### config.mk
export PLATFORM = sky130hd
export DESIGN_NAME = tmav_isqrt
export DESIGN_NICKNAME = d
export VERILOG_FILES = /design/src/design/tmav_pkg.sv /design/src/design/tmav_isqrt.sv
export SDC_FILE = /design/constraint.sdc
export NUM_CORES = 1
export LEC_CHECK = 0
export BUFFER_PORTS_ARGS = -buffer_cell sky130_fd_sc_hd__buf_2
export CORE_MARGIN = 2
export CORE_UTILIZATION = 58
export DETAILED_ROUTE_END_ITERATION = 10
export PLACE_DENSITY = 0.8
export SYNTH_ARGS = -nofsm -noshare
export SYNTH_HDL_FRONTEND = slang
export SYNTH_SLANG_ARGS = --single-unit
export TNS_END_PERCENT = 30
### constraint.sdc
create_clock -name clk -period 3.5 [get_ports clk]
set_clock_uncertainty 0.05 [all_clocks]
set_input_delay 0.35 -clock clk [delete_from_list [all_inputs] [get_ports clk]]
set_output_delay 0.35 -clock clk [all_outputs]
set_load 0.01 [all_outputs]
### src/design/tmav_pkg.sv
// ----------------------------------------------------------------------------
// tmav_pkg: shared constants and types of the mesh area/volume core
// Coordinate width, store depth, field widths and the result struct.
// ----------------------------------------------------------------------------
`default_nettype none
package tmav_pkg;
    localparam int VertexDepth = 1024;
    localparam int IndexBits   = 10;
    localparam int CoordBits   = 16;
    localparam int DiffBits    = CoordBits + 1;          // edge component
    localparam int CrossBits   = 2 * DiffBits + 1;       // cross component
    localparam int SqBits      = 2 * CrossBits + 2;      // sum of squares
    localparam int RootBits    = (SqBits + 1) / 2;       // root width
    localparam int DotBits     = CrossBits + CoordBits + 2;
    localparam int AreaBits    = 63;
    localparam int VolBits     = 64;

    typedef logic signed [CoordBits-1:0] coord_t;

    typedef struct packed {
        logic [AreaBits-1:0]       twice_area;
        logic signed [VolBits-1:0] six_volume;
        logic                      overflow;
    } result_t;
endpackage
`default_nettype wire

### src/design/tmav_isqrt.sv
// ----------------------------------------------------------------------------
// tmav_isqrt: iterative integer square root
// Restoring digit-by-digit root, one result bit per cycle.
// ----------------------------------------------------------------------------
`default_nettype none
module tmav_isqrt
    import tmav_pkg::*;
(
    input  wire logic                clk,
    input  wire logic                rst_n,
    input  wire logic                start,
    input  wire logic [SqBits-1:0]   radicand,
    output logic                     done,
    output logic [RootBits-1:0]      root
);
    localparam int RemBits = RootBits + 2;
    localparam int CntBits = $clog2(RootBits + 1);
    localparam int NumBits = 2 * RootBits;

    logic [NumBits-1:0]  num_reg,  num_next;   // two radicand bits per step
    logic [RemBits-1:0]  rem_reg,  rem_next;
    logic [RootBits-1:0] root_reg, root_next;
    logic [CntBits-1:0]  cnt_reg,  cnt_next;
    logic                busy_reg, busy_next;
    logic                done_reg, done_next;
    logic [RemBits-1:0]  trial;
    logic [RemBits-1:0]  shifted;

    // on start load the radicand; else one step: bring down two bits, try 4r+1
    always_comb
    begin
        shifted   = {rem_reg[RemBits-3:0], num_reg[NumBits-1:NumBits-2]};
        trial     = {root_reg, 2'b01};
        num_next  = num_reg;
        rem_next  = rem_reg;
        root_next = root_reg;
        cnt_next  = cnt_reg;
        busy_next = busy_reg;
        done_next = 1'b0;
        if (start)
        begin
            num_next  = NumBits'(radicand);
            rem_next  = '0;
            root_next = '0;
            cnt_next  = CntBits'(RootBits);
            busy_next = 1'b1;
        end
        else if (busy_reg)
        begin
            num_next = {num_reg[NumBits-3:0], 2'b00};
            if (shifted >= trial)
            begin
                rem_next  = shifted - trial;
                root_next = {root_reg[RootBits-2:0], 1'b1};
            end
            else
            begin
                rem_next  = shifted;
                root_next = {root_reg[RootBits-2:0], 1'b0};
            end
            cnt_next = cnt_reg - 1'b1;
            if (cnt_reg == CntBits'(1))
            begin
                busy_next = 1'b0;
                done_next = 1'b1;
            end
        end
    end

    always_ff @(posedge clk or negedge rst_n)
    begin
        if (!rst_n)
        begin
            busy_reg <= 1'b0;
            done_reg <= 1'b0;
            cnt_reg  <= '0;
        end
        else
        begin
            busy_reg <= busy_next;
            done_reg <= done_next;
            cnt_reg  <= cnt_next;
        end
    end

    always_ff @(posedge clk)
    begin
        num_reg  <= num_next;
        rem_reg  <= rem_next;
        root_reg <= root_next;
    end

    assign done = done_reg;
    assign root = root_reg;

    a_done_idle: assert property (@(posedge clk) disable iff (!rst_n)
        done_reg |-> !busy_reg) else $error("done while busy");
    a_start_idle: assert property (@(posedge clk) disable iff (!rst_n)
        $past(start) |-> busy_reg) else $error("start not taken");
    a_cnt_zero: assert property (@(posedge clk) disable iff (!rst_n)
        !busy_reg |-> cnt_reg == '0 || $past(start) == 1'b0)
        else $error("counter left");
endmodule
`default_nettype wire

### Word-level counts from Yosys, hierarchy flattened

Cells that the tools add are included.

| storage, ports and cells | value |
|---|---|
| register bits after elaboration | 152 |
| input port bits | 75 |
| word-level logic and storage cells | 23 |

| cells by class | value |
|---|---|
| add/subtract/negate cells | 2 |
| $lt $le $gt $ge | 1 |
| eq/ne operators | 1 |
| mux-type cells | 12 |
| reduce and logical (&&, ||, !) cells | 1 |

Operators with widths:

| kind | count |
|---|---|
| two-way mux 72 bit | 2 |
| greater-or-equal comparator 38 bit | 1 |
| two-way mux 36 bit | 1 |
| subtractor 36 bit | 1 |
| two-way mux 6 bit | 2 |
| two-way mux 1 bit | 7 |
| equality test 6 x 1 -> 1 bit, second input constant | 1 |
| subtractor 6 x 1 -> 6 bit, second input constant | 1 |
| nonzero test 2 bit | 1 |

### Depth between registers and ports, before layout

| logic depth | value |
|---|---|
| depth in word-level cells | 4 |
| gate-level depth with buffers | 14 |

### Worst setup path before layout

No wires, ideal clock.

| timing | value |
|---|---|
| kind | register to register |
| from | register busy_reg |
| to | register num_reg[0], enable pin |
| data arrival time | 2,404 ps |
| data required time | 3,023 ps |
| path slack | 619 ps |
| cell stages (with the launch flop) | 5 |
| clock period less this slack | 2,881 ps |
| cells stage by stage | dfrtp_1 -> clkbuf_1 -> clkbuf_1 -> nor2_1 -> inv_1 |

| between the ends | value |
|---|---|
| longest elaborated chain between the ends | 1 |

RTL lines:

| element | line | text |
|---|---|---|
| from (decl) | tmav_isqrt.sv:24 | `logic busy_reg, busy_next;` |
| from (signal assigned) | tmav_isqrt.sv:80 | `busy_reg <= busy_next;` |
| nonzero test 2 bit (no line) | n/a |  |
| to (signal assigned) | tmav_isqrt.sv:88 | `num_reg <= num_next;` |
| to (decl) | tmav_isqrt.sv:20 | `logic [NumBits-1:0] num_reg, num_next;` |

No other way between the ends.
A chain may end at the register's enable or synchronous reset.

### Worst setup path after layout

| timing | value |
|---|---|
| from | register root_reg[10] (netlist: root[10]) |
| to | register rem_reg[35] |

| between the ends | value |
|---|---|
| longest elaborated chain between the ends | 2 |
| elaborated cells between the ends (all ways) | 3 |

RTL lines:

| element | line | text |
|---|---|---|
| from (decl) | tmav_isqrt.sv:22 | `logic [RootBits-1:0] root_reg, root_next;` |
| from (signal assigned) | tmav_isqrt.sv:90 | `root_reg <= root_next;` |
| subtractor 36 bit or greater-or-equal comparator 38 bit (tied branches) | tmav_isqrt.sv:53, tmav_isqrt.sv:51 |  |
| two-way mux 36 bit * | tmav_isqrt.sv:51 | `if (shifted >= trial)` |
| to (signal assigned) | tmav_isqrt.sv:89 | `rem_reg <= rem_next;` |
| to (decl) | tmav_isqrt.sv:21 | `logic [RemBits-1:0] rem_reg, rem_next;` |

Mark *: on every way between the ends. The rest lies on a longest branch, timed or not.

==> summary.txt <==
CTS
  – Root Buffer: clkbuf_16
  – CTS tree: built
  – Clock transition at path regs: 70 ps
  – Skew-Pair Late Insertion Delay: 430 ps
  – Clock sinks: 152
  – CTS Buf Count: 17
  – Max Root-Sink Buffers: 2
  – H-tree depth: 4
  – Postcts setup bufs: 0
  – Cts repair resizes: 0
  – # hold bufs at CTS: 1

Power and ir drop
  – Clock share of power: 22.4%
  – Sw power: 3.03 mW
  – Internal Pwr Total: 5.02 mW
  – Leak Pwr: 4.41 nW
  – Peak VDD IR: 0.537 mV
  – Comb power frac: 49.0%
  – Switching share of power: 37.7%
  – Flop pwr share: 28.6%
  – Pwr Density: 828 nW/µm²

Logic synthesis
  – Asr flop ratio synth: 5.26%
  – Cells after synthesis: 816
  – Seq/Total Area, Yosys: 45.0%
  – Post-synth EDFFs: 72
  – Yosys warning count: 0
  – #FFs+latches synth: 152
  – Post-synthesis cell area: 8460 µm²
  – Synth unique cells: 62
  – Syn_nets: 931
  – Synth Area per Inst: 10.4 µm²
  – Most used DFF post-synth: edfxtp_1

Place
  – Placed Area: 9130 µm²
  – Pre-CTS setup slack: 423 ps
  – Cell count after placement: 1075
  – Port Buffers: 111
  – Detailed placer's ending HPWL: 12.3 mm
  – GPL Wtd Cong: 0.945

STA
  – Fin. Hold Viols: 0
  – Total negative setup slack: 0 ps
  – Endpoints failing setup: 0
  – Final min period: 3070 ps
  – Period utilization: 87.8%
  – RSZ-0062 raised after global routing: false
  – Setup WS post-layout: 426 ps
  – Max Slew Vio Count: 0
  – Rel. slew slack: 45.4%
  – Highest clock rate: 325 MHz
  – Least-Margin Pin Slew: 819 ps

Drt
  – Drt via density: 5.69
  – Iteration-0 DRC Markers: 346
  – DR pass1 iterations: 5
  – # DRC: 0
  – DRT antenna net count: 0
  – Avg WL per Cell: 16.3 µm
  – Total Wirelength: 18.1 mm
  – Vias: 6319

Layout
  – Share of cells above drive strength 1: 25.3%
  – Largest register FFs: 72
  – Fin util: 67.7%
  – Finished Layout Cells: 1110
  – Final nets: 1026
  – Area delta synth->final: 14.9%
  – Final instance area: 9720 µm²

Setup path
  – Worst setup EP type: register
  – FF-to-FF End: rem_reg[35]$_SDFFE_PP0P_
  – Worst-path maximum fanout: 6
  – R2R cell count: 11
  – WS Path Type: reg2reg
  – Max incr delay on CP: 450 ps
  – Startpoint types: register
  – CP arrival: 3360 ps
  – Launch point of the worst reg-to-reg path: root[10]$_SDFFE_PP0P_
  – Register-to-register setup slack: 430 ps
  – Slowest CP cell: a211oi_1
  – Critical-path cell list: inv_1, ha_1, a211oi_1, nand3_1, a211oi_1, o2111ai_1, nand3_1, a21oi_1, o31ai_1, mux2_2, a221oi_1
  – Family with the most delay on the worst path: compound AO/OA/AOI/OAI gates
  – Bufs and invs on worst path: 1
  – Worst EP required: 3790 ps

Floorplan
  – Die span in y: 125 µm
  – Rows: 44
  – Die X: 125 µm
  – Core Region: 14400 µm²
  – Initial core utilization: 58.9%
  – I/O pin cnt: 112
  – Die area: 15600 µm²

Global route
  – Total grt overflow: 0
  – Initial antenna violation count: 1
  – Vias in the first global route: 6315
  – First-pass GRT wire length: 30.0 mm
  – Global Route Usage Sum: 23.7%
  – Largest net degree at the start of global routing: 71

Worst hold path
  – Hold_sp: radicand[1]
  – Worst hold path endpoint: num_reg[1]$_SDFFCE_PN0P_
  – Hold Path Cell Cnt: 2
  – Hold Crit Class: in2reg

Job
  – Max_cap viols: 0

Run status
  – Outcome: completed
==> worst register-to-register path, delay by kind of cell, from the launching register on <==
kind / cells / cell delay [ps]
AO/OA/AOI/OAI: 6 / 1530
adder cells (fa/ha/maj): 1 / 380
buffers and inverters: 1 / 60
flip-flops: 1 / 370
multiplexers: 1 / 360
AND/OR/NAND/NOR: 2 / 250
==> logic make-up after synthesis <==
| kind of cell | after synthesis | synth area share [%] |
|---|---|---|
| XOR/XNOR | 37 | 3.83 |
| AO/OA/AOI/OAI | 152 | 12.5 |
| AND/OR/NAND/NOR | 202 | 10.7 |
| multiplexers | 139 | 17.5 |
| buffers and inverters | 94 | 4.61 |
| adder cells (fa/ha/maj) | 40 | 5.91 |
| flip-flops | 152 | 45.0 |
==> synthesized netlist by cell type, drive strengths merged, types with 2 or more instances <==
cell | n | area (µm²)
a211o | 2 | 17.5
a211oi | 31 | 233
a21o | 15 | 113
a21oi | 42 | 214
a221oi | 2 | 17.5
a41oi | 2 | 25.0
and2 | 7 | 43.8
and3 | 4 | 25.0
buf | 14 | 90.1
clkbuf | 29 | 109
dfrtp | 8 | 200
dfxtp | 72 | 1440
edfxtp | 72 | 2160
ha | 40 | 500
inv | 50 | 188
mux2 | 72 | 811
mux2i | 67 | 671
nand2 | 36 | 135
nand2b | 4 | 25.0
nand3 | 11 | 55.1
nand4 | 9 | 56.3
nor2 | 104 | 398
nor2b | 5 | 31.3
nor3 | 10 | 50.1
nor4 | 3 | 18.8
o2111ai | 2 | 17.5
o211a | 2 | 20.0
o211ai | 4 | 30.0
o21a | 6 | 45.0
o21ai | 12 | 60.1
o21bai | 8 | 60.1
o221a | 2 | 22.5
o221ai | 2 | 17.5
o22ai | 7 | 43.8
o31ai | 5 | 42.5
o41ai | 2 | 25.0
or2 | 3 | 18.8
or3 | 2 | 12.5
xnor2 | 25 | 219
xor2 | 12 | 105
==> layout by cell type, fill, tap and decap left out, types with 7 or more instances in the layout <==
| cell | n |
|---|---|
| buf_2 | 110 |
| nor2_1 | 103 |
| edfxtp_1 | 72 |
| dfxtp_1 | 72 |
| mux2_2 | 71 |
| mux2i_1 | 67 |
| inv_1 | 49 |
| a21oi_1 | 41 |
| ha_1 | 40 |
| nand2_1 | 36 |
| a211oi_1 | 31 |
| xnor2_1 | 25 |
| clkbuf_16 | 17 |
| a21o_1 | 15 |
| xor2_1 | 12 |
| nand3_1 | 11 |
| nor3_1 | 10 |
| o21ai_0 | 10 |
| nand4_1 | 9 |
| o21bai_1 | 8 |
| and2_1 | 7 |
| o22ai_1 | 7 |
| dfrtp_1 | 7 |
==> worst max-delay path by stage <==
stage / to / cells past startpoint / slack, ps / from
2_1_floorplan: num_reg[0]$_SDFFCE_PN0P_ / 4 / 620 / busy_reg$_DFF_PN0_
3_3_place_gp: rem_reg[35]$_SDFFE_PP0P_ / 11 / 450 / root[10]$_SDFFE_PP0P_
3_5_place_dp: rem_reg[35]$_SDFFE_PP0P_ / 11 / 420 / root[10]$_SDFFE_PP0P_
4_1_cts: rem_reg[35]$_SDFFE_PP0P_ / 11 / 410 / root[10]$_SDFFE_PP0P_
5_1_grt: rem_reg[35]$_SDFFE_PP0P_ / 11 / 70 / root[10]$_SDFFE_PP0P_
6_report: rem_reg[35]$_SDFFE_PP0P_ / 11 / 430 / root[10]$_SDFFE_PP0P_
==> routing by layer <==
metal / wire length (µm) / vias up / GRT usage, % / share of wire, %
li1: - / 3132 / - / -
met3: 1030 / 28 / 7.26 / 5.7
met4: 257 / 0 / 7.80 / 1.4
met1: 8210 / 2998 / 30.0 / 45
met5: 0 / - / 0 / 0
met2: 8590 / 161 / 38.9 / 47
==> metrics by stage <==
stage | power, mW | hold WS [ps]
6_report | 8.05 | 156
5_1_grt | 8.58 | 152
4_1_cts | 8.05 | 140
3_5_place_dp | 6.21 | 151
3_3_place_gp | 6.17 | 151
2_1_floorplan | 5.54 | 4.41
==> cell type report <==
| cell class | count | area (µm²) |
|---|---|---|
| Sequential cell | 152 | 3810 |
| Clock inverter | 13 | 131 |
| Antenna cell | 2 | 5.00 |
| Timing Repair Buffer | 119 | 646 |
| Tap cell | 184 | 230 |
| Inverter | 51 | 191 |
| Clock buffer | 19 | 443 |
| Fill cell | 1097 | 4650 |
| Multi-Input combinational cell | 570 | 4270 |
==> power groups by stage <==
stage                     logic, mW  registers, mW  clock network, mW
after floorplan                3.26           2.28                  0
after global placement         3.85           2.32                  0
after detailed placement       3.89           2.33                  0
after CTS                      3.92           2.30               1.83
after global routing           4.35           2.33               1.90
final                          3.95           2.30               1.81
Note: power is estimated with default switching activity, not from simulation.
